File: src/sv/hog_pkg.sv
`timescale 1ns / 1ps
// Package for the Hilbert order grouper: payload structs, sequencer states
// and fixed constants. No dependencies.
package hog_pkg;

    localparam int KEY_W = 62;
    localparam int TAG_W = 16;
    localparam int CRD_W = 16;
    localparam int GSZ_W = 7;
    localparam int GRP_W = 6;
    localparam logic [GSZ_W-1:0] GSZ_RESET = 7'd16;
    localparam logic [1:0] ADDR_GSZ = 2'd0;

    typedef struct packed {
        logic [CRD_W-1:0] x_coord;
        logic [CRD_W-1:0] y_coord;
        logic [TAG_W-1:0] point_tag;
        logic             last_point;
    } t_in_beat;

    typedef struct packed {
        logic [TAG_W-1:0] out_tag;
        logic [KEY_W-1:0] hilbert_key;
        logic [GRP_W-1:0] group_number;
        logic             group_end;
        logic             set_end;
        logic             overflowed;
    } t_out_beat;

    typedef enum logic [3:0] {
        S_LOAD,
        S_RANGE,
        S_RDPT,
        S_DIVX,
        S_DIVY,
        S_HILB,
        S_WRKEY,
        S_SORT_START,
        S_SORT_KEY,
        S_SORT_PROBE,
        S_SORT_ORD,
        S_SORT_CMP,
        S_OUT_ORD,
        S_OUT_MEM,
        S_OUT_SEND
    } t_state;

endpackage

File: src/sv/hog_divider.sv
`timescale 1ns / 1ps
// Restoring divider, one quotient bit per cycle, used for the grid mapping.
// Depends on hog_pkg.
module hog_divider
    import hog_pkg::*;
#(
    parameter int NUM_W = 47,
    parameter int DEN_W = 16,
    parameter int Q_W   = 31
) (
    input  logic             i_clk,
    input  logic             i_rst_n,
    input  logic             i_start,
    input  logic [NUM_W-1:0] i_num,
    input  logic [DEN_W-1:0] i_den,
    output logic             o_done,
    output logic [Q_W-1:0]   o_quot
);
    localparam int CNT_W = $clog2(NUM_W + 1);

    logic [NUM_W-1:0] r_num, n_num;
    logic [DEN_W:0]   r_rem, n_rem;
    logic [DEN_W-1:0] r_den;
    logic [NUM_W-1:0] r_q, n_q;
    logic [CNT_W-1:0] r_cnt, n_cnt;
    logic             r_busy, n_busy, r_done, n_done;
    logic [DEN_W+1:0] w_trial;

    // load on start, else one shift-subtract step while busy
    always_comb begin
        n_num  = r_num;
        n_rem  = r_rem;
        n_q    = r_q;
        n_cnt  = r_cnt;
        n_busy = r_busy;
        n_done = 1'b0;
        w_trial = '0;
        if (i_start) begin
            n_num  = i_num;
            n_rem  = '0;
            n_q    = '0;
            n_cnt  = CNT_W'(NUM_W);
            n_busy = 1'b1;
        end else if (r_busy) begin
            w_trial = {r_rem, r_num[NUM_W-1]} - {2'b00, r_den};
            n_num = {r_num[NUM_W-2:0], 1'b0};
            if (!w_trial[DEN_W+1]) begin
                n_rem = w_trial[DEN_W:0];
                n_q   = {r_q[NUM_W-2:0], 1'b1};
            end else begin
                n_rem = {r_rem[DEN_W-1:0], r_num[NUM_W-1]};
                n_q   = {r_q[NUM_W-2:0], 1'b0};
            end
            n_cnt = r_cnt - 1'b1;
            if (r_cnt == CNT_W'(1)) begin
                n_busy = 1'b0;
                n_done = 1'b1;
            end
        end
    end

    always_ff @(posedge i_clk) begin
        if (!i_rst_n) begin
            r_busy <= 1'b0;
            r_done <= 1'b0;
            r_cnt  <= '0;
        end else begin
            r_busy <= n_busy;
            r_done <= n_done;
            r_cnt  <= n_cnt;
        end
        r_num <= n_num;
        r_rem <= n_rem;
        r_q   <= n_q;
        if (i_start) r_den <= i_den;
    end

    assign o_done = r_done;
    assign o_quot = r_q[Q_W-1:0];
endmodule

File: config.mk
export PLATFORM = sky130hd
export DESIGN_NAME = hog_divider
export DESIGN_NICKNAME = d
export VERILOG_FILES = /design/src/sv/hog_pkg.sv /design/src/sv/hog_divider.sv
export SDC_FILE = /design/constraint.sdc
export NUM_CORES = 1
export LEC_CHECK = 0
export ABC_CLOCK_PERIOD_IN_PS = 5200
export BUFFER_PORTS_ARGS = -buffer_cell sky130_fd_sc_hd__buf_4
export CAP_MARGIN = 20
export CORE_MARGIN = 2
export CORE_UTILIZATION = 60
export CTS_CLUSTER_DIAMETER = 120
export DETAILED_ROUTE_END_ITERATION = 10
export GPL_ROUTABILITY_DRIVEN = 0
export PLACE_DENSITY = 0.95
export SLEW_MARGIN = 20
export SYNTH_ARGS = -nofsm -noshare
export SYNTH_HDL_FRONTEND = slang
export SYNTH_SLANG_ARGS = --single-unit
File: constraint.sdc
create_clock -name i_clk -period 5.2 [get_ports i_clk]
set_input_delay 0.78 -clock i_clk [delete_from_list [all_inputs] [get_ports i_clk]]
set_output_delay 0.78 -clock i_clk [all_outputs]
set_load 0.03 [all_outputs]
Word-level counts from Yosys, hierarchy flattened
Cells that the tools add are included. Widths: inputs -> output; s select.

$mul: 0. Bitwise operators: 2. Mux-type cells: 10. Shifts and indexed selects: 0. Add/sub/neg operators: 2. Div/mod/pow operators: 0. Reduce and logical (&&, ||, !) cells: 3. Equal/unequal tests: 1. $lt $le $gt $ge: 0.

Operators with widths (count): $mux 47 (2); $sub 18x16->18 (1); $mux 17 (1); $mux 6 (2); $eq 6x1->1 const B (1); $sub 6x1->6 const B (1); $mux 1 (5); $reduce_or 3->1 (1); $not 1->1 (2); $reduce_bool 2->1 (1); $reduce_or 2->1 (1).

RAM bits: 0. Register bits after elaboration: 119. Latch bits: 0. Memory bits (read-only): 0. Word-level logic and storage cells: 26. Memories: 0.

Depth between registers and ports, before layout
Depth after elaboration: 4. Gate-level depth with buffers: 11.

Least setup slack after synthesis
Ideal clock, no wire load.

Path kind: input to register. Start point: input port i_start. End point: register r_num[0] (enable). Arrival: 1957 ps. Library setup time: 401 ps. Stages: 3. Required time: 4799 ps. Path slack: 2842 ps. Path buffers: 1. Cells stage by stage: nor2_1 > clkbuf_1 > inv_1.

Cells in the longest elaborated chain, start to end: 1.

RTL lines: start: declaration (RTL line hog_divider.sv:13) `input logic i_start,`; $reduce_bool 2->1 (no line); end signal: assignment (RTL line hog_divider.sv:72) `r_num <= n_num;`; end: declaration (RTL line hog_divider.sv:21) `logic [NUM_W-1:0] r_num, n_num;`.

No other way between the ends. A chain may end at the register's enable or synchronous reset.

Final worst setup path
Start point: register r_rem[7]. End point: register r_rem[10].

Cells in the longest elaborated chain, start to end: 2.

RTL lines: start: declaration (RTL line hog_divider.sv:22) `logic [DEN_W:0] r_rem, n_rem;`; start signal: assignment (RTL line hog_divider.sv:73) `r_rem <= n_rem;`; $sub 18x16->18 (RTL line hog_divider.sv:45) `w_trial = {r_rem, r_num[NUM_W-1]} - {2'b00, r_den};`; $mux 17 (RTL line hog_divider.sv:47) `if (!w_trial[DEN_W+1]) begin`.

No other way between the ends.

==> impl_metrics.py <==
metrics = {
    "finish": {
        "drive_above_1_share": 0.316,
        "regArea_sq_um": 3010,
        "final_cell_mix": "buf_4, edfxtp_1, nor2_1",
        "multi_input_area_sq_um": 2290,
        "syn_to_final_growth_pct": 25.8,
        "layout_commonest_cell": "buf_4",
        "num_antenna_cells": 0,
        "fin_nets": 645,
        "n_fill_cell": 503,
    },
    "synthesis": {
        "synth_area_per_cell_sq_um": 11.9,
        "syn_nets": 544,
        "yosysUniqueCellTypes": 45,
        "ys_ff_latch": 119,
        "syn_inst": 459,
        "synthesis.area_sq_um": 5460,
        "synth-simple-area-share": 0.0862,
        "synthArstFlopShare": 0,
        "yosys_warnings": 0,
        "synth_xor_area_frac": 0.0289,
        "ys_seq_area_frac": 0.552,
        "yosys_most_used_dff": "edfxtp_1",
        "synth_adder_area_share": 0.0449,
        "synth_edf_count": 63,
        "synth_mux_area_frac": 0.183,
        "synth-compound-area-share": 0.0743,
        "synth_top_family_by_area": "multiplexers",
    },
    "drt": {
        "drtIter0Drc": 163,
        "num_vias": 3804,
        "avgViaCountPerCell": 5.59,
        "first_pass_iters": 5,
        "totalWireLength_um": 11000,
        "detail-route-antenna-nets": 0,
        "drc": 0,
        "routedWlPerCell_um": 16.1,
    },
    "critical_path": {
        "cp.required_ps": 5560,
        "r2r_start": "r_rem[7]",
        "ff2ff_path_depth": 9,
        "start_kind": "flop",
        "regToRegSetupSlack_ps": 2110,
        "arrival_ps": 3450,
        "crit_type": "flop to flop",
        "crit_fanout": 11,
        "timing.rr.end": "r_rem[10]",
        "end_kind": "flop",
    },
    "flow_run": {
        "timing.max_cap.violations": 0,
    },
    "pwr": {
        "p_int_w": 0.00189,
        "p_leak_nw": 2.91,
        "switchingPower_w": 0.000590,
        "power_density_nw_per_um2": 361,
        "p_seq_frac": 0.440,
        "clockPowerShare": 0.451,
        "vdd_drop_max_v": 0.000280,
        "p_comb_frac": 0.109,
        "switching_share": 0.238,
    },
    "placed_design": {
        "io_buffers": 97,
        "hpwlAfterDp_um": 7250,
    },
    "clocking": {
        "post_cts_resize_count": 0,
        "post_cts_buffers": 0,
        "cts_buffers": 17,
        "cts_sinks": 119,
        "root_buffer": "clkbuf_8",
        "cts_tree": "built",
        "clk_pin_slew_ps": 60,
        "clockBufferDepth": 2,
        "ctsHoldBuffers": 0,
        "cts_htree_levels": 4,
        "clkLatencyLatePin_ps": 520,
    },
    "die": {
        "core_area_sq_um": 8760,
        "die_w_um": 99.4,
        "start_util": 0.623,
        "io_pins": 98,
        "die_h_um": 99.4,
        "num_rows": 34,
        "die_area_sq_um": 9870,
    },
    "min_path": {
        "min_from": "i_den[7]",
        "holdPathStages": 1,
        "hold_end": "r_den[7]",
        "min_path_type": "input pin to flop",
    },
    "sta": {
        "rsz0062_at_grt": "no",
        "fmax_ghz": 0.323,
        "tns_ps": 0,
        "min_period_over_period": 0.595,
        "timing.slew.headroom": 0.477,
        "setup_viol": 0,
        "hold_viol_final": 0,
        "tightestPinTransition_ps": 784,
        "slew_violations": 0,
        "worst_clock_skew_ps": 10.7,
        "timing.final.crit_period_ps": 3090,
        "worst_hold_slack_ps": 439,
    },
    "global_route": {
        "grt_pass1_wl_um": 17900,
        "track_usage": 0.233,
        "antenna_found_initial": 0,
        "grt_pass1_vias": 3947,
        "grt_max_degree": 64,
        "grt-ovfl-total": 0,
    },
    "run_status": {
        "status": "completed",
    },
}
==> Yosys cell counts, types with 2 or more instances <==
master	count	share of area
a211oi_1	9	0.012
a21o_1	5	0.0069
a21oi_1	16	0.015
a22o_1	2	0.0032
a31oi_1	3	0.0034
and2_1	3	0.0034
and3_1	4	0.0046
buf_1	5	0.0034
clkbuf_1	12	0.0083
dfxtp_1	56	0.21
edfxtp_1	63	0.35
ha_1	18	0.041
inv_1	21	0.014
mux2_2	45	0.093
mux2i_1	48	0.088
nand2_1	20	0.014
nand2b_1	6	0.0069
nand4_1	2	0.0023
nor2_1	59	0.041
nor2b_1	2	0.0023
nor3_1	4	0.0037
o2111ai_1	3	0.0048
o211ai_1	3	0.0041
o21a_1	2	0.0028
o21ai_0	5	0.0046
o21ai_1	8	0.0073
xnor2_1	10	0.016
xor2_1	8	0.013
==> kinds of logic after synthesis <==
logic type	Yosys count
AND/OR/NAND/NOR	106
AO/OA/AOI/OAI	62
multiplexers	94
adder cells (fa/ha/maj)	19
buffers and inverters	41
flip-flops	119
XOR/XNOR	18
==> state kept, by name, summed over array words and instances (netlist names) <==
signal and cells:
r_den 16, r_q 31, r_cnt 6, o_done 1, r_busy 1, r_rem 17
r_num 47
==> power groups by stage <==
stage	Clock, W	Combinational (W)	Sequential [W]
floorplan	0	0.000191	0.00110
global placement	0	0.000253	0.00111
detailed placement	0	0.000265	0.00111
CTS	0.00114	0.000271	0.00109
global route	0.00117	0.000297	0.00110
finish	0.00112	0.000270	0.00109
==> routing by layer <==
| layer | wire length (um) | up-vias | share of wire | global-route usage |
|---|---|---|---|---|
| met4 | 198 | 0 | 0.018 | 0.0906 |
| met1 | 4410 | 1839 | 0.40 | 0.262 |
| li1 | - | 1860 | - | - |
| met5 | 0 | - | 0 | 0 |
| met2 | 5860 | 90 | 0.53 | 0.405 |
| met3 | 492 | 15 | 0.045 | 0.0815 |
==> critical path: stages, from the launching register on <==
cell and delay, ps:
dfxtp_1 320, ha_1 370, a21oi_1 210, o21ai_0 170
a21oi_1 350, nor2_1 130, a311oi_4 720, buf_4 340
mux2i_1 230, a211oi_1 100
==> metrics by stage <==
step,utilization,cell area (sq um),instances,setup slack [ps],power (W)
finish,0.783,6870,681,2110,0.00248
global route,0.783,6870,681,1890,0.00257
CTS,0.783,6870,681,2130,0.00250
detailed placement,0.717,6280,649,2200,0.00137
global placement,0.717,6280,649,2320,0.00136
floorplan,-,5460,459,2840,0.00129
==> how the worst max path moves through the flow <==
stage	slack, ps	endpoint	depth (start not counted)	startpoint
after global placement	2320	r_rem[9]	10	r_den[14]
after floorplan	2840	r_num[0]	3	i_start
after detailed placement	2200	r_rem[10]	10	r_den[8]
final	2110	r_rem[10]	9	r_rem[7]
after global routing	1890	r_rem[10]	10	r_den[12]
after CTS	2130	r_rem[10]	10	r_den[8]
==> final cells by class <==
type,instances,share of cell area
Clock buffer,22,0.0740
Clock inverter,10,0.0109
Inverter,21,0.0115
Multi-Input combinational cell,299,0.333
Sequential cell,119,0.439
Tap cell,108,0.0197
Timing Repair Buffer,102,0.112
Power figures use the tool's default switching activity.
